--- src/rtl/core/pfrf_pkg.sv ---
package pfrf_pkg;

    // Operation codes carried by a request and echoed with its result.
    localparam logic [1:0] OP_CLEAR = 2'd0;
    localparam logic [1:0] OP_FILL  = 2'd1;
    localparam logic [1:0] OP_READ  = 2'd2;

    // Work classes the front end hands to the back end.
    localparam logic [1:0] KIND_NONE  = 2'd0;
    localparam logic [1:0] KIND_CLEAR = 2'd1;
    localparam logic [1:0] KIND_FILL  = 2'd2;
    localparam logic [1:0] KIND_READ  = 2'd3;

    // Command fields are sized for the largest supported store
    // (256 columns by 32 pages); the back end narrows them to the build.
    localparam int CMD_COL_W  = 8;
    localparam int CMD_PAGE_W = 5;
    localparam int CMD_ADDR_W = 13;

    localparam int QUEUE_DEPTH = 2;

    localparam logic [7:0] FULL_BYTE = 8'hFF;

    typedef struct packed {
        logic [1:0]            op;
        logic [1:0]            kind;
        logic                  color;
        logic [CMD_COL_W-1:0]  x_first;
        logic [CMD_COL_W-1:0]  x_last;
        logic [CMD_PAGE_W-1:0] page_first;
        logic [CMD_PAGE_W-1:0] page_last;
        logic [7:0]            mask_top;
        logic [7:0]            mask_bottom;
        logic [CMD_ADDR_W-1:0] addr;
    } pfrf_cmd_t;

endpackage

--- src/rtl/core/pfrf_front.sv ---
module pfrf_front
    import pfrf_pkg::*;
#(
    parameter int COLUMNS = 128,
    parameter int PAGES   = 8
) (
    input  logic       s_valid,
    output logic       s_ready,
    input  logic [1:0] s_operation,
    input  logic [6:0] s_x_left,
    input  logic [5:0] s_y_top,
    input  logic [7:0] s_x_right,
    input  logic [7:0] s_y_end,
    input  logic       s_color,
    input  logic [2:0] s_read_page,
    input  logic [6:0] s_read_column,
    input  logic       init_done,
    input  logic       q_ready,
    output logic       q_push,
    output pfrf_cmd_t  q_cmd
);

    localparam int ROWS = PAGES * 8;

    logic [7:0]            xr_sat;
    logic [8:0]            ye_sat;
    logic [8:0]            ye_last;
    logic [8:0]            page_first_w;
    logic [8:0]            page_last_w;
    logic                  fill_empty;
    logic                  read_ok;
    logic [CMD_ADDR_W-1:0] fill_base;
    logic [CMD_ADDR_W-1:0] read_addr;

    // Requests are taken only once the power-up clear has finished.
    assign s_ready = init_done && q_ready;
    assign q_push  = s_valid && s_ready;

    // Saturate the right edge and the row end, then check for an empty box.
    always_comb begin
        xr_sat = (s_x_right > 8'(COLUMNS - 1)) ? 8'(COLUMNS - 1) : s_x_right;
        ye_sat = ({1'b0, s_y_end} > 9'(ROWS)) ? 9'(ROWS) : {1'b0, s_y_end};
        ye_last = ye_sat - 9'd1;
        fill_empty = ({1'b0, s_x_left} > xr_sat) || ({3'b000, s_y_top} >= ye_sat);
        page_first_w = {6'b000000, s_y_top[5:3]};
        page_last_w = {3'b000, ye_last[8:3]};
        fill_base = CMD_ADDR_W'(s_y_top[5:3]) * CMD_ADDR_W'(COLUMNS);
    end

    // A read outside the store returns zero and touches nothing.
    always_comb begin
        read_ok = ({3'b000, s_read_page} < 6'(PAGES)) &&
                  ({2'b00, s_read_column} < 9'(COLUMNS));
        read_addr = CMD_ADDR_W'(s_read_page) * CMD_ADDR_W'(COLUMNS) +
                    CMD_ADDR_W'(s_read_column);
    end

    // Build the command for the back end.
    always_comb begin
        q_cmd.op          = s_operation;
        q_cmd.color       = s_color;
        q_cmd.x_first     = CMD_COL_W'(s_x_left);
        q_cmd.x_last      = xr_sat;
        q_cmd.page_first  = page_first_w[CMD_PAGE_W-1:0];
        q_cmd.page_last   = page_last_w[CMD_PAGE_W-1:0];
        q_cmd.mask_top    = FULL_BYTE << s_y_top[2:0];
        q_cmd.mask_bottom = FULL_BYTE >> (3'd7 - ye_last[2:0]);
        q_cmd.addr        = fill_base;
        case (s_operation)
            OP_CLEAR: begin
                q_cmd.kind = KIND_CLEAR;
            end
            OP_FILL: begin
                q_cmd.kind = fill_empty ? KIND_NONE : KIND_FILL;
            end
            OP_READ: begin
                q_cmd.kind = read_ok ? KIND_READ : KIND_NONE;
                q_cmd.addr = read_addr;
            end
            default: begin
                q_cmd.kind = KIND_NONE;
            end
        endcase
    end

endmodule

--- config.mk ---
export PLATFORM = sky130hd
export DESIGN_NAME = pfrf_front
export DESIGN_NICKNAME = d
export VERILOG_FILES = /design/src/rtl/core/pfrf_pkg.sv /design/src/rtl/core/pfrf_front.sv
export SDC_FILE = /design/constraint.sdc
export NUM_CORES = 1
export LEC_CHECK = 0
export ABC_AREA = 1
export BUFFER_PORTS_ARGS = -buffer_cell sky130_fd_sc_hd__buf_4
export CAP_MARGIN = 15
export CORE_UTILIZATION = 36
export DETAILED_ROUTE_END_ITERATION = 8
export GPL_TIMING_DRIVEN = 0
export PLACE_DENSITY = 0.89
export REMOVE_ABC_BUFFERS = 1
export SETUP_SLACK_MARGIN = 0.5
export SYNTH_ARGS = -nofsm -noshare
export SYNTH_HDL_FRONTEND = slang
export SYNTH_SLANG_ARGS = --single-unit
export TNS_END_PERCENT = 10
--- constraint.sdc ---
create_clock -name vclk -period 2.03
set_clock_uncertainty 0.15 [all_clocks]
set_input_delay 0.203 -clock vclk [all_inputs]
set_output_delay 0.203 -clock vclk [all_outputs]
set_load 0.02 [all_outputs]
==> Yosys cells after proc, flatten, opt, wreduce, memory -nomap -nowiden <==
Cells that the tools add are included.
{ "classes": {"n_addsub": 3, "order_cmp": 4, "eq_ne": 2, "shift": 2, "n_mux": 5, "n_reduce_logical": 4} }
{ "ops": {"columns": ["cell", "n"], "rows": [
  ["greater-than comparator 8 x 7 -> 1 bit, second input constant", 2],
  ["2-to-1 mux 8 bit", 2],
  ["adder 10 x 7 -> 11 bit", 1],
  ["2-to-1 mux 11 bit", 1],
  ["greater-or-equal comparator 6 x 8 -> 1 bit", 1],
  ["greater-than comparator 7 x 8 -> 1 bit", 1],
  ["<< shifter 8 x 3 -> 8 bit, first input constant", 1],
  [">> shifter 8 x 3 -> 8 bit, first input constant", 1],
  ["subtractor 8 x 1 -> 8 bit, second input constant", 1],
  ["case mux 2 bit (3 select lines)", 1],
  ["subtractor 3 bit, first input constant", 1],
  ["equality test 2 x 1 -> 1 bit, second input constant", 1],
  ["equality test 2 bit, second input constant", 1],
  ["logical AND 1 bit", 2],
  ["zero test 2 bit", 1],
  ["2-to-1 mux 2 bit", 1],
  ["logical OR 1 bit", 1]
]} }
{ "word_totals": {"reg_bits": 0, "inputBits": 45, "wordCells": 20} }

==> Longest topological paths before layout <==
{ "depth": {"word_depth": 6, "ltp_mapped": 14} }

==> Least setup slack after synthesis <==
OpenSTA, ideal clock, no wires.
{ "synth_timing": {"path_kind": "input to output", "start": "input port s_y_end[0]", "end": "output port q_cmd[18] in the netlist's numbering", "arrival_time_ps": 1618, "t_required_ps": 1677, "setup_slack_ps": 59, "stages": 9, "path_buffers": 0, "path_cell_list": "nor2_2 > nand2_2 > o21ai_4 > nand2_1 > ha_1 > inv_1 > ha_1 > inv_1 > nor2_1"} }
{ "synth_lines": {"columns": ["element", "line_no", "text"], "rows": [
  ["from (decl)", "pfrf_front.sv:13", "input logic [7:0] s_y_end,"],
  ["to (decl)", "pfrf_front.sv:20", "output pfrf_cmd_t q_cmd"]
]} }

==> metrics.txt <==
Worst Path Arrival=1.75 ns; Unique masters post-synth=25; final net count=319; core area=2500 sq um; WP buf/inv=2; final RePlAce weighted congestion=0.715; fmax=475 MHz; post-synth top area cell=ha_1; largest cells by area after synthesis=ha_1 22%, buf_4 17%, inv_1 13%; xor/xnor share of the synthesized area=1.82%; failing checks=setup timing; Pins Over Slew Limit=0; DRC marker count from the first detailed-route iteration=9; WL/cell=10.3 um; worst ir drop on vdd=0.181 mV; Fin. Hold Viols=0; CP cell instances=buf_8, nor2_4, nand2_2, o21ai_4, nand2_2, ha_4, nand2_2, nand2_1, nand2_1, nand3_2, a21oi_2, nand2_1, nand2_1, buf_6; All-Layer GR Usage=16.9%; fillers=201; worst setup path startpoint=s_y_end[2]; Congestion Overflow GR=0; # diodes=0; Adder-Cell Fraction of Synth Area=22.0%; DP Area=1580 sq um; io pins=107; Leak=0.00104 uW; post-synth top area share=22.0%; final setup fails=5; status=finished, violations left; Final min period=2.11 ns; Final period util=104%; Seq/Total Area, Yosys=0%; die height=53.8 um; vias in the first global route=1035; CTS Hold Buffers Added=0; Die Width=53.8 um; layout cell share with drive strength beyond 1=54.9%; DRC=0; CP Capture Point=q_cmd[57]; mux share of post-synthesis cell area=3.50%; Synth Area in Compound Gates=5.32%; Clock buffer cells=0; flip-flop and latch count=0; RSZ-0062 raised after global routing=yes; Post-Synthesis Cell Area=965 sq um; DR vias=1277; Post-DRT Antenna Nets=0; Worst setup SP type=primary input; slowest stage delay, CP=0.27 ns; initial antenna violation count=0; PnR worst setup slack=-0.0767 ns; largest family of logic cells by synthesized area=simple AND/OR/NAND/NOR gates; delay-heaviest family, CP=simple AND/OR/NAND/NOR gates; most used cell, CP=nand2_1; drt pass-1 iters=4; post-synthesis simple-gate area fraction=34.9%; die area=2890 sq um; largest net degree at the start of global routing=12; power per cell area=259 nW/um^2; initial core utilization=38.6%; CP Depth=14; Max Cap Viol=0; final wirelength=2.94 mm; HP Class=primary input to primary output; synth warn=0; PortBufs=96; Max Fanout on Critical Path=5; kind of critical path=primary input to primary output; WP data required=1.68 ns; global-route wire length before repair=3.85 mm; DR vias/cell=4.48; CP max-delay cell=ha_4; Final HPWL DP=2.20 mm; row count=18; synthesis-to-finish area growth=86.1%; Post-Layout Inst Area=1800 sq um; Critical Path End Type=primary output; TNS Setup=-0.300 ns; Synth Instances=166; Mapped Avg Cell Area=5.81 sq um; Sequential Area=0 sq um
==> metal layers <==
metal | part of all wire (%) | track usage [%]
met4 | 0.27 | 1.75
met2 | 56 | 35.8
met1 | 37 | 17.7
met5 | 0 | 0
met3 | 6.1 | 1.69
==> worst min-delay path by stage <==
stage,startpoint,endpoint,slack (ns),cells past startpoint
CTS,s_color,q_cmd[55],0.26,0
global route,s_color,q_cmd[55],0.26,0
floorplan,s_y_top[3],q_cmd[34],0.26,0
finish,s_color,q_cmd[55],0.26,0
global placement,s_color,q_cmd[55],0.26,0
detailed placement,s_color,q_cmd[55],0.26,0
==> through the flow <==
step	total power, uW	std cells	utilization, %	hold WS (ns)	setup WS (ns)
finish	465	285	71.8	0.256	-0.0767
global placement	406	276	63.2	0.256	-0.169
global route	505	285	71.8	0.256	-0.152
floorplan	202	150	-	0.256	0.0591
CTS	445	281	69.2	0.256	-0.0364
detailed placement	412	276	63.2	0.256	-0.210
==> logic make-up (layout without fill, tap and decap cells) <==
family,after synthesis,in the layout
multiplexers,3,3
other,2,9
AO/OA/AOI/OAI,8,8
XOR/XNOR,2,2
adder cells (fa/ha/maj),17,17
buffers and inverters,59,141
AND/OR/NAND/NOR,75,75
==> synthesized netlist by cell type <==
master   instances
inv_1           33
nand2_1         31
nor2_1          24
buf_4           22
ha_1            17
nand3_1          6
a21oi_1          5
inv_2            3
nand2_2          3
nor2_2           3
conb_1           2
mux2_2           2
nand4_1          2
nor3_1           2
buf_2            1
mux2_1           1
nand2_4          1
nor3_2           1
nor3b_2          1
o21ai_0          1
o21ai_1          1
o21ai_4          1
or2_2            1
xnor2_1          1
xor2_1           1
==> report_power, final <==
group          leakage (uW)  total [uW]  internal (uW)  switching [uW]
Clock                     0           0              0               0
Combinational       0.00104         465            219             246
Sequential                0           0              0               0
==> cell type report <==
| cell class | count | area, sq um | share of cell area, % |
|---|---|---|---|
| inverters | 36 | 135 | 7.53 |
| multi-input cells | 114 | 786 | 43.8 |
| well taps | 30 | 37.5 | 2.09 |
| repair buffers | 105 | 837 | 46.6 |
==> repair_timing <==
item                                    in CTS  in global routing
endpoints found under the hold margin        0                  0
gates resized for setup                     24                 11
buffers inserted                             5                  4
pin swaps                                    7                 11
cloned                                       0                  0
endpoints found under the setup margin      10                 16
==> layout by cell type (no fill, tap or decap) <==
master   count
o21ai_4      1
nor3b_2      1
conb_1       9
nor2_4       3
nand2_1     24
nand3_1      5
nand2_2     10
xnor2_1      1
nor2_1      23
mux2_1       1
ha_1        12
nor3_2       1
buf_4       96
nor3_1       2
nand2_4      1
a21oi_1      3
ha_2         1
mux2_2       2
xor2_1       1
or2_2        1
nor2_2       1
o21ai_0      1
buf_6        5
buf_8        4
ha_4         4
inv_2        6
a21oi_2      2
nand3_2      1
nand4_1      2
inv_1       30
o21ai_1      1
No activity file was read; power rests on OpenSTA's default activity.
