===== config.mk =====
export PLATFORM = sky130hd
export DESIGN_NAME = pfrf_queue
export DESIGN_NICKNAME = d
export VERILOG_FILES = /design/src/rtl/core/pfrf_pkg.sv /design/src/rtl/core/pfrf_queue.sv
export SDC_FILE = /design/constraint.sdc
export NUM_CORES = 1
export LEC_CHECK = 0
export BUFFER_PORTS_ARGS = -buffer_cell sky130_fd_sc_hd__buf_4
export CAP_MARGIN = 20
export CORE_ASPECT_RATIO = 1.4
export CORE_MARGIN = 8
export CORE_UTILIZATION = 54
export CTS_BUF_LIST = sky130_fd_sc_hd__clkbuf_8
export CTS_CLUSTER_DIAMETER = 150
export CTS_CLUSTER_SIZE = 10
export DETAILED_ROUTE_END_ITERATION = 7
export GPL_TIMING_DRIVEN = 0
export HOLD_SLACK_MARGIN = 0.08
export PLACE_DENSITY = 0.82
export SYNTH_ARGS = -nofsm -noshare
export SYNTH_HDL_FRONTEND = slang
export SYNTH_SLANG_ARGS = --single-unit
export TNS_END_PERCENT = 50

===== constraint.sdc =====
create_clock -name aclk -period 5.7 [get_ports aclk]
set_clock_uncertainty 0.15 [all_clocks]
set_input_delay 1.14 -clock aclk [delete_from_list [all_inputs] [get_ports aclk]]
set_output_delay 1.14 -clock aclk [all_outputs]
set_load 0.1 [all_outputs]

===== src/rtl/core/pfrf_pkg.sv =====
package pfrf_pkg;

    // Operation codes carried by a request and echoed with its result.
    localparam logic [1:0] OP_CLEAR = 2'd0;
    localparam logic [1:0] OP_FILL  = 2'd1;
    localparam logic [1:0] OP_READ  = 2'd2;

    // Work classes the front end hands to the back end.
    localparam logic [1:0] KIND_NONE  = 2'd0;
    localparam logic [1:0] KIND_CLEAR = 2'd1;
    localparam logic [1:0] KIND_FILL  = 2'd2;
    localparam logic [1:0] KIND_READ  = 2'd3;

    // Command fields are sized for the largest supported store
    // (256 columns by 32 pages); the back end narrows them to the build.
    localparam int CMD_COL_W  = 8;
    localparam int CMD_PAGE_W = 5;
    localparam int CMD_ADDR_W = 13;

    localparam int QUEUE_DEPTH = 2;

    localparam logic [7:0] FULL_BYTE = 8'hFF;

    typedef struct packed {
        logic [1:0]            op;
        logic [1:0]            kind;
        logic                  color;
        logic [CMD_COL_W-1:0]  x_first;
        logic [CMD_COL_W-1:0]  x_last;
        logic [CMD_PAGE_W-1:0] page_first;
        logic [CMD_PAGE_W-1:0] page_last;
        logic [7:0]            mask_top;
        logic [7:0]            mask_bottom;
        logic [CMD_ADDR_W-1:0] addr;
    } pfrf_cmd_t;

endpackage


===== src/rtl/core/pfrf_queue.sv =====
module pfrf_queue
    import pfrf_pkg::*;
(
    input  logic      aclk,
    input  logic      aresetn,
    input  logic      push,
    input  pfrf_cmd_t push_cmd,
    output logic      ready,
    input  logic      pop,
    output logic      valid,
    output pfrf_cmd_t pop_cmd
);

    localparam int PTR_W = (QUEUE_DEPTH > 1) ? $clog2(QUEUE_DEPTH) : 1;
    localparam int CNT_W = $clog2(QUEUE_DEPTH + 1);

    pfrf_cmd_t        entry_reg [QUEUE_DEPTH];
    logic [PTR_W-1:0] wptr_reg, wptr_next;
    logic [PTR_W-1:0] rptr_reg, rptr_next;
    logic [CNT_W-1:0] count_reg, count_next;

    assign ready   = (count_reg != CNT_W'(QUEUE_DEPTH));
    assign valid   = (count_reg != '0);
    assign pop_cmd = entry_reg[rptr_reg];

    // Pointer and fill-level update.
    always_comb begin
        wptr_next  = wptr_reg;
        rptr_next  = rptr_reg;
        count_next = count_reg;
        if (push) begin
            wptr_next = (wptr_reg == PTR_W'(QUEUE_DEPTH - 1)) ? '0 : wptr_reg + 1'b1;
        end
        if (pop) begin
            rptr_next = (rptr_reg == PTR_W'(QUEUE_DEPTH - 1)) ? '0 : rptr_reg + 1'b1;
        end
        if (push && !pop) begin
            count_next = count_reg + 1'b1;
        end else if (pop && !push) begin
            count_next = count_reg - 1'b1;
        end
    end

    always_ff @(posedge aclk) begin
        if (!aresetn) begin
            wptr_reg  <= '0;
            rptr_reg  <= '0;
            count_reg <= '0;
        end else begin
            wptr_reg  <= wptr_next;
            rptr_reg  <= rptr_next;
            count_reg <= count_next;
        end
    end

    // Entry storage.
    always_ff @(posedge aclk) begin
        if (push) begin
            entry_reg[wptr_reg] <= push_cmd;
        end
    end

endmodule


After elaboration in Yosys (flattened, before gate mapping)
Memory sizes are Yosys's and may differ from the RTL's. A register that Yosys moved wholly into a read port is not among the register bits.
Index checks and enable logic that the tools add are counted.
{"block": "totals", "reg_bits": 4, "mem_bits_rw": 120, "in_bits": 64, "output_inout_bits": 62, "mem_count": 1}
{"memory": "entry_reg", "depth": 2, "width": 60, "read_ports": 1, "rd_ports_with_merged_regs": 1, "wr": 1, "line": "pfrf_queue.sv:17", "text": "pfrf_cmd_t entry_reg [QUEUE_DEPTH];"}
{"block": "classes", "add_sub_neg": 4, "n_eq_ne": 1, "muxes": 8, "reduce_logical": 6}
{"operator": "1-bit 2-to-1 mux", "n": 6}
{"operator": "2-bit 2-to-1 mux", "n": 2}
{"operator": "2-bit nonzero test", "n": 2}
{"operator": "1-bit adder (second input constant)", "n": 2}
{"operator": "2-bit by 1-bit adder with 2-bit output (second input constant)", "n": 1}
{"operator": "1-bit logical AND", "n": 2}
{"operator": "1-bit zero test", "n": 2}
{"operator": "2-bit inequality test (second input constant)", "n": 1}
{"operator": "2-bit by 1-bit subtractor with 2-bit output (second input constant)", "n": 1}

Depth between registers and ports, before layout
Gate-level depths: netlist of the first run.
{"block": "logic_depth", "word_depth": 4, "ltp_mapped": 5}

Worst setup path before layout of the first run
No wires, ideal clock.
{"block": "synth_timing", "path_kind": "input-to-reg", "from": "in push", "to": "mem entry_reg[0][0] in the netlist's numbering (enable)", "setup_ns": 0.486, "t_arrival_ns": 3.815, "slack_ns": 1.249, "path_stages": 1, "n_path_buf": 0, "cell_sequence": "nor2b_1"}
{"block": "synth_via", "elab_chain_cells": 2}
{"element": "from (decl)", "line": "pfrf_queue.sv:6", "text": "input logic push,"}
{"element": "1-bit 2-to-1 mux", "line": "pfrf_queue.sv:58", "text": "if (push) begin"}
{"element": "1-bit 2-to-1 mux (not written as such)", "line": "pfrf_queue.sv:59", "text": "entry_reg[wptr_reg] <= push_cmd;"}
{"element": "to (decl)", "line": "pfrf_queue.sv:17"}
Every way passes these cells.

==> results of run 1 <==
-- area by class of cell --
type,instances,area (um^2),share of cell area
Sequential cell,125,3700,0.603
Timing Repair Buffer,127,978,0.159
Multi-Input combinational cell,76,800,0.130
Clock buffer,18,248,0.0403
Clock inverter,14,211,0.0344
Tap cell,102,128,0.0208
Buffer,7,72.6,0.0118
Inverter,1,3.75,0.000611
-- kinds of logic (layout without fill, tap and decap cells) --
group / Yosys count / after routing / synth area share
AOI/OAI and AO/OA: 3 / 3 / 0.00438
xor gates and xnor gates: 3 / 3 / 0.00575
adders and majority gates: 1 / 1 / 0.00274
buffers and inverters: 8 / 167 / 0.0167
DFF: 125 / 125 / 0.810
muxes: 60 / 60 / 0.148
and+or+nand+nor: 9 / 9 / 0.0123
-- path summary, 6_finish.rpt --
| path | start | to | slack, ns | cells past startpoint |
|---|---|---|---|---|
| max | flop | pop_cmd[12] | 2.66 | 4 |
| min reg2reg | count_reg[1]$_SDFFE_PN0P_ | count_reg[1]$_SDFFE_PN0P_ | 0.36 | 2 |
| min | count_reg[1]$_SDFFE_PN0P_ | count_reg[1]$_SDFFE_PN0P_ | 0.36 | 2 |
| max reg2reg | wptr_reg$_SDFFE_PN0P_ | entry_reg[0][8]$_DFFE_PP_ | 3.88 | 2 |
-- critical path, delay by kind of cell, from the launching register on --
kind | cells | cell delay, ns
flops | 1 | 0.31
mux | 1 | 0.35
buf+inv | 3 | 0.66
-- through the flow --
stage               cell area (um^2)  setup TNS [ns]
floorplan                       4570               0
global placement                5640          -13.25
detailed placement              5690               0
CTS                             6140               0
global route                    6140               0
finish                          6140               0
-- Yosys cell counts (all sizes together) --
cell,number,share of area
a21boi,1,0.0016
and2,4,0.0055
buf,7,0.016
dfxtp,5,0.022
edfxtp,120,0.79
ha,1,0.0027
inv,1,0.00082
mux2,60,0.15
nand2b,1,0.0014
nor2b,2,0.0027
o21a,1,0.0016
o21ai,1,0.0011
or2,1,0.0014
or3,1,0.0014
xnor2,1,0.0019
xor2,2,0.0038
-- routing by layer --
metal	vias up	wire length (um)	global-route usage	part of all wire
met2	78	5070	0.272	0.57
li1	1111	-	-	-
met3	16	583	0.0700	0.066
met4	0	198	0.0862	0.022
met5	-	0	0	0
met1	1172	2990	0.145	0.34
-- power by group through the flow --
stage          Clock [W]  Sequential (W)  Combinational, W
2_1_floorplan          0         0.00109          0.000431
3_3_place_gp           0         0.00109          0.000557
3_5_place_dp           0         0.00109          0.000568
4_1_cts         0.000884         0.00107          0.000570
5_1_grt         0.000921         0.00108          0.000583
6_report        0.000866         0.00107          0.000564
==> metrics.csv, run 1 <==
metric,value,unit
max incr delay on CP,0.35,ns
Skew-Pair Late Insertion Delay,0.42,ns
"Hold Vio Cnt, Final",0,
# rows,39,
antenna violations before repair,0,
crit start category,flop,
status,completed,
CP arrival,1.75,ns
P_sw,0.000743,W
Num CTS Buffers,17,
gpl congestion,0.698,
CTS tree,built,
H-tree depth,4,
IO Count,126,
core box area,8200,um^2
Switching Share,0.297,
HP Class,reg -> reg,
Via Count,2377,
RSZ-0062 raised after global routing,no,
clock root buffer,clkbuf_8,
fill count,485,
"leading cell type in the layout, fill and taps excluded",buf_4,
Non-Filler Instances,470,
max reg flops,120,
Die Ht,125,um
Slew HR,0.408,
worst slew pin tran,0.886,ns
port bufs,125,
layout cell share with drive strength beyond 1,0.438,
Final WS setup,2.66,ns
vias in the first global route,2552,
CP endpoint kind,primary output,
global-route wire length before repair,13.2,mm
CP Cell Sequence,"buf_2, buf_6, mux2_1, buf_4",
final wirelength,8.85,mm
fin crit period,3.04,ns
hold buffers post-CTS,0,
Final setup viols,0,
Tcrit/Tclk final,0.533,
Initial Util,0.558,
"Cell Area, Synth",4570,um^2
post-DP HPWL,6.25,mm
sequential fraction of design power,0.429,
Avg WL per Cell,18.8,um
leakage,2.38,nW
drt drc,0,
number of max-cap violations,0,
Hold WS,0.360,ns
die width,93.8,um
share of power burned in the clock network,0.346,
crit path kind,reg -> out,
Final #Nets,420,
Yosys reg bits,125,
most frequent cells in the layout,"125 x buf_4, 120 x edfxtp_1, 60 x mux2_1",
synthesized area per cell,21.9,um^2
DR pass1 iterations,4,
"slowest stage cell, crit path",mux2_1,
post-synthesis sequential area ratio,0.810,
full die area,11700,um^2
Max Slew Vio Count,0,
Crit Path Max Fanout,10,
VDD IR max,260,uV
total power,0.00250,W
starting DRC count in detailed routing,98,
clk slew on worst S/H paths,0.06,ns
Final Util,0.750,
P&R area growth vs syn,34.4,%
worst slack at placement,2.89,ns
Critical Path RT,4.41,ns
Cell variety after synth,17,
Max clock buf depth,2,
Total Routing Usage GR,0.156,
placed cell count,438,
"Setup Fix Bufs, Post-CTS",0,
largest net degree at the start of global routing,34,
total grt overflow,0,
via/cell ratio,5.06,
synthesized net count,274,
internal power,0.00176,W
fmax,0.329,GHz
Synth warnings,0,
CTS resizes,0,
Mapped Cells,209,
Power Dens Cells,407,nW/um^2
clock sink total,125,
Ant. Diodes,0,
remaining antenna violation count after routing,0,
Comb pwr share,0.225,
No activity file was read; power rests on OpenSTA's default activity.
==> run 2: changes to the inputs <==
- clock period: 5.7 -> 3.1 ns (I/O delays scaled with it)
==> run 2 against run 1 <==
Effect of this change:
- flip-flop and latch count unchanged
- largest cell class unchanged
- worst hold slack got worse by 0.13 ns
- total power increased by 76%
==> metrics.csv, run 2 (synthesis gave the netlist of run 1 again) <==
metric,value,unit,change
Via Count,2379,,+0.084%
"leading cell type in the layout, fill and taps excluded",buf_4,,
clk slew on worst S/H paths,0.07,ns,about the same
Reg-to-Reg Start,wptr_reg$_SDFFE_PN0P_,,
Ant. Diodes,0,,unchanged
Slew HR,0.393,,-0.0153
leakage,2.36,nW,-0.75%
CTS tree,built,,
"Hold Vio Cnt, Final",0,,unchanged
worst slack at placement,0.844,ns,-2.04 ns
Max Slew Vio Count,0,,unchanged
Initial Util,0.558,,unchanged
Power Dens Cells,722,nW/um^2,+77%
crit start category,flop,,
Crit Path Max Fanout,10,,unchanged
status,completed,,
total grt overflow,0,,unchanged
antenna violations before repair,0,,unchanged
drt drc,0,,unchanged
max reg flops,120,,unchanged
Hold WS,0.227,ns,-0.133 ns
Final setup viols,0,,unchanged
H-tree depth,4,,unchanged
HP Class,in -> reg,,
P&R area growth vs syn,33.7,%,
most frequent cells in the layout,"125 x buf_4, 120 x edfxtp_1, 60 x mux2_1",,
Num CTS Buffers,17,,unchanged
# rows,39,,unchanged
largest net degree at the start of global routing,37,,+8.8%
RSZ-0062 raised after global routing,no,,
Final #Nets,421,,+0.24%
hold buffers post-CTS,0,,unchanged
number of max-cap violations,0,,unchanged
CP arrival,1.75,ns,about the same
CTS resizes,0,,unchanged
post-DP HPWL,6.48,mm,+3.7%
fin crit period,2.52,ns,
final wirelength,8.88,mm,+0.40%
Avg WL per Cell,18.9,um,+0.18%
DR pass1 iterations,4,,unchanged
Die Ht,125,um,unchanged
gpl congestion,0.704,,+0.89%
clock sink total,125,,unchanged
Max clock buf depth,2,,unchanged
VDD IR max,500,uV,+92%
CP endpoint kind,primary output,,
worst slew pin tran,0.910,ns,+0.0248 ns
Final WS setup,0.581,ns,-2.08 ns
fmax,0.397,GHz,
die width,93.8,um,unchanged
full die area,11700,um^2,unchanged
clock root buffer,clkbuf_8,,
"Setup Fix Bufs, Post-CTS",0,,unchanged
core box area,8200,um^2,unchanged
Hold Startpoint,push_cmd[26],,
Final Util,0.745,,-0.00427
starting DRC count in detailed routing,84,,-14%
crit path kind,reg -> out,,
Tcrit/Tclk final,0.813,,
via/cell ratio,5.05,,-0.13%
Skew-Pair Late Insertion Delay,0.42,ns,about the same
IO Count,126,,unchanged
layout cell share with drive strength beyond 1,0.444,,+0.00694
global-route wire length before repair,13.2,mm,+0.32%
vias in the first global route,2597,,+1.8%
port bufs,125,,unchanged
fill count,513,,+5.8%
Critical Path RT,2.33,ns,-2.08 ns
remaining antenna violation count after routing,0,,unchanged
Total Routing Usage GR,0.156,,about the same
==> run 2: cell type report <==
type / instances / area (um^2) / area share
Sequential cell: 125 / 3700 / 0.606
Timing Repair Buffer: 128 / 998 / 0.163
Multi-Input combinational cell: 76 / 800 / 0.131
Clock buffer: 20 / 275 / 0.0451
Clock inverter: 12 / 129 / 0.0211
Tap cell: 102 / 128 / 0.0209
Buffer: 7 / 72.6 / 0.0119
Inverter: 1 / 3.75 / 0.000614
==> run 2: metrics by stage <==
step	instances	area [um^2]	setup TNS [ns]	total power [W]
final	471	6110	0	0.00441
after global routing	471	6110	0	0.00455
after CTS	471	6110	0	0.00446
after detailed placement	439	5710	0	0.00306
after global placement	436	5640	-54.10	0.00303
after floorplan	209	4570	0	0.00280
==> run 2: critical path, cell delays in order (launching register included) <==
cell and delay [ns]:
dfxtp_1 0.30, buf_2 0.23, buf_6 0.19, mux2_1 0.35, buf_4 0.24
==> run 2: metal layers <==
metal | GRT usage | wire length (um) | up-vias
met1 | 0.138 | 3010 | 1178
met2 | 0.287 | 5190 | 74
met3 | 0.0567 | 492 | 15
li1 | - | - | 1112
met5 | 0 | 0 | -
met4 | 0.0900 | 195 | 0
==> run 2: path summary, 6_finish.rpt <==
| kind | end | slack (ns) | cells after the start |
|---|---|---|---|
| min | entry_reg[1][26]$_DFFE_PP_ | 0.23 | 1 |
| min reg2reg | count_reg[1]$_SDFFE_PN0P_ | 0.38 | 2 |
| max reg2reg | entry_reg[1][33]$_DFFE_PP_ | 1.20 | 2 |
| max | pop_cmd[13] | 0.58 | 4 |
==> run 2: power breakdown <==
group	switching, W	internal [W]	leakage, nW
clock network	0.000557	0.000839	0.228
logic	0.000791	0.000250	0.967
registers	0.0000217	0.00195	1.17
total	0.00137	0.00304	2.36
==> run 3: changes to the inputs <==
- CORE_UTILIZATION: 54 -> 49
- PLACE_DENSITY: 0.82 -> 0.78
- clock period: 3.1 -> 2.3 ns (I/O delays scaled with it)
==> run 3 against run 2 <==
Effect of this change:
- core utilization increased by 1.9 points
- via count is 9.2% higher
- worst hold slack lost 0.099 ns
- non-clock buffer count grew 58
- count of clock-buffer cells in the layout fell by 3
- sequential power rose by 35%
- critical path type unchanged
- final cell count up 13%
==> metrics.csv, run 3 (synthesis gave the netlist of run 1 again) <==
metric,value,unit,change
status,completed,,
crit start category,flop,,
Initial Util,0.506,,-0.0513
Num CTS Buffers,17,,unchanged
VDD IR max,596,uV,+19%
# rows,41,,+5.1%
gpl congestion,0.665,,-5.5%
P&R area growth vs syn,50.9,%,
Final setup viols,0,,unchanged
clock root buffer,clkbuf_8,,
worst slack at placement,0.182,ns,-0.663 ns
"Setup Fix Bufs, Post-CTS",0,,unchanged
multi-input logic area,801,um^2,+0.16%
Via Count,2599,,+9.2%
"leading cell type in the layout, fill and taps excluded",edfxtp_1,,
"Hold Vio Cnt, Final",0,,unchanged
CP arrival,1.62,ns,-0.13 ns
die width,97.6,um,+4.1%
clock sink total,125,,unchanged
fill count,499,,-2.7%
global-route wire length before repair,14.9,mm,+13%
max incr delay on CP,0.33,ns,-0.02 ns
CP Cell Sequence,"buf_6, buf_6, mux2_1, buf_4",,
Max clock buf depth,2,,unchanged
Final Util,0.764,,+0.0189
IO Count,126,,unchanged
Ant. Diodes,0,,unchanged
worst slew pin tran,0.890,ns,-0.0207 ns
Crit Path Max Fanout,10,,unchanged
"slowest stage cell, crit path",mux2_1,,
clk slew on worst S/H paths,0.07,ns,about the same
total grt overflow,0,,unchanged
Skew-Pair Late Insertion Delay,0.42,ns,about the same
antenna violations before repair,0,,unchanged
crit-path leading delay family,buffers and inverters,,
DR pass1 iterations,4,,unchanged
final wirelength,10.0,mm,+13%
Power Dens Cells,899,nW/um^2,+25%
fmax,0.449,GHz,
Slew HR,0.406,,+0.0126
Max Slew Vio Count,0,,unchanged
Total Routing Usage GR,0.155,,-0.00127
max reg flops,120,,unchanged
layout cell share with drive strength beyond 1,0.384,,-0.0604
most frequent cells in the layout,"120 x edfxtp_1, 73 x buf_4, 60 x dlygate4sd3_1",,
drt drc,0,,unchanged
core box area,9030,um^2,+10%
post-DP HPWL,6.04,mm,-6.9%
via/cell ratio,4.87,,-3.6%
Avg WL per Cell,18.8,um,-0.29%
fin crit period,2.23,ns,
Final WS setup,0.0710,ns,-0.510 ns
full die area,12700,um^2,+8.6%
HP Class,in -> reg,,
CTS tree,built,,
number of max-cap violations,0,,unchanged
CP endpoint kind,primary output,,
Critical Path RT,1.69,ns,-0.64 ns
vias in the first global route,2976,,+15%
critical path's most frequent cell,buf_6,,
largest net degree at the start of global routing,61,,+65%
H-tree depth,4,,unchanged
Tcrit/Tclk final,0.969,,
port bufs,125,,unchanged
Buffers & Inverters on Critical Path,3,,unchanged
RSZ-0062 raised after global routing,yes,,
starting DRC count in detailed routing,74,,-12%
leakage,2.65,nW,+12%
Final #Nets,479,,+14%
crit path kind,reg -> out,,
FF+latch area,3700,um^2,unchanged
remaining antenna violation count after routing,0,,unchanged
Die Ht,130,um,+4.3%
[run 3: cell type report]
cell class	instances	area share
inverter	1	0.000544
tap	107	0.0194
clock buffer	17	0.0339
buffer	7	0.0125
multi-input combinational	76	0.116
sequential	125	0.537
timing repair buffer	186	0.255
clock inverter	15	0.0259
[run 3: power by group]
part	internal [W]	switching (W)	leakage, nW
clock	0.00116	0.000810	0.209
combinational	0.000464	0.00111	1.27
sequential	0.00263	0.0000332	1.17
total	0.00425	0.00195	2.65
[run 3: path summary, 6_finish.rpt]
kind | end | startpoint | cells after the start | slack (ns)
worst max register to register | entry_reg[0][54]$_DFFE_PP_ | wptr_reg$_SDFFE_PN0P_ | 2 | 0.47
worst min register to register | count_reg[1]$_SDFFE_PN0P_ | count_reg[1]$_SDFFE_PN0P_ | 2 | 0.40
worst min-delay path | wptr_reg$_SDFFE_PN0P_ | aresetn | 2 | 0.13
worst max-delay path | pop_cmd[14] | flop | 4 | 0.07
[run 3: per-stage QoR]
stage | cells | hold slack (ns) | total power, W | area [um^2] | TNS (ns)
after CTS | 534 | 0.0947 | 0.00617 | 6730 | 0
after global routing | 534 | 0.105 | 0.00640 | 6900 | -0.00197
final | 534 | 0.129 | 0.00620 | 6900 | 0
after floorplan | 209 | 0.315 | 0.00377 | 4580 | -8.91
after global placement | 441 | 0.330 | 0.00409 | 5650 | -72.34
after detailed placement | 442 | 0.382 | 0.00411 | 5670 | 0
[run 3: timing repair]
action,4_1_cts,5_1_grt
resized for setup,12,46
endpoints found under the hold margin,120,0
setup endpoints to repair,60,56
hold buffers,60,0
[run 3: per-layer routing]
| metal | track usage | part of all wire | up-vias |
|---|---|---|---|
| li1 | - | - | 1232 |
| met3 | 0.0677 | 0.061 | 14 |
| met1 | 0.144 | 0.36 | 1271 |
| met4 | 0.0769 | 0.016 | 0 |
| met5 | 0 | 0 | - |
| met2 | 0.283 | 0.56 | 82 |
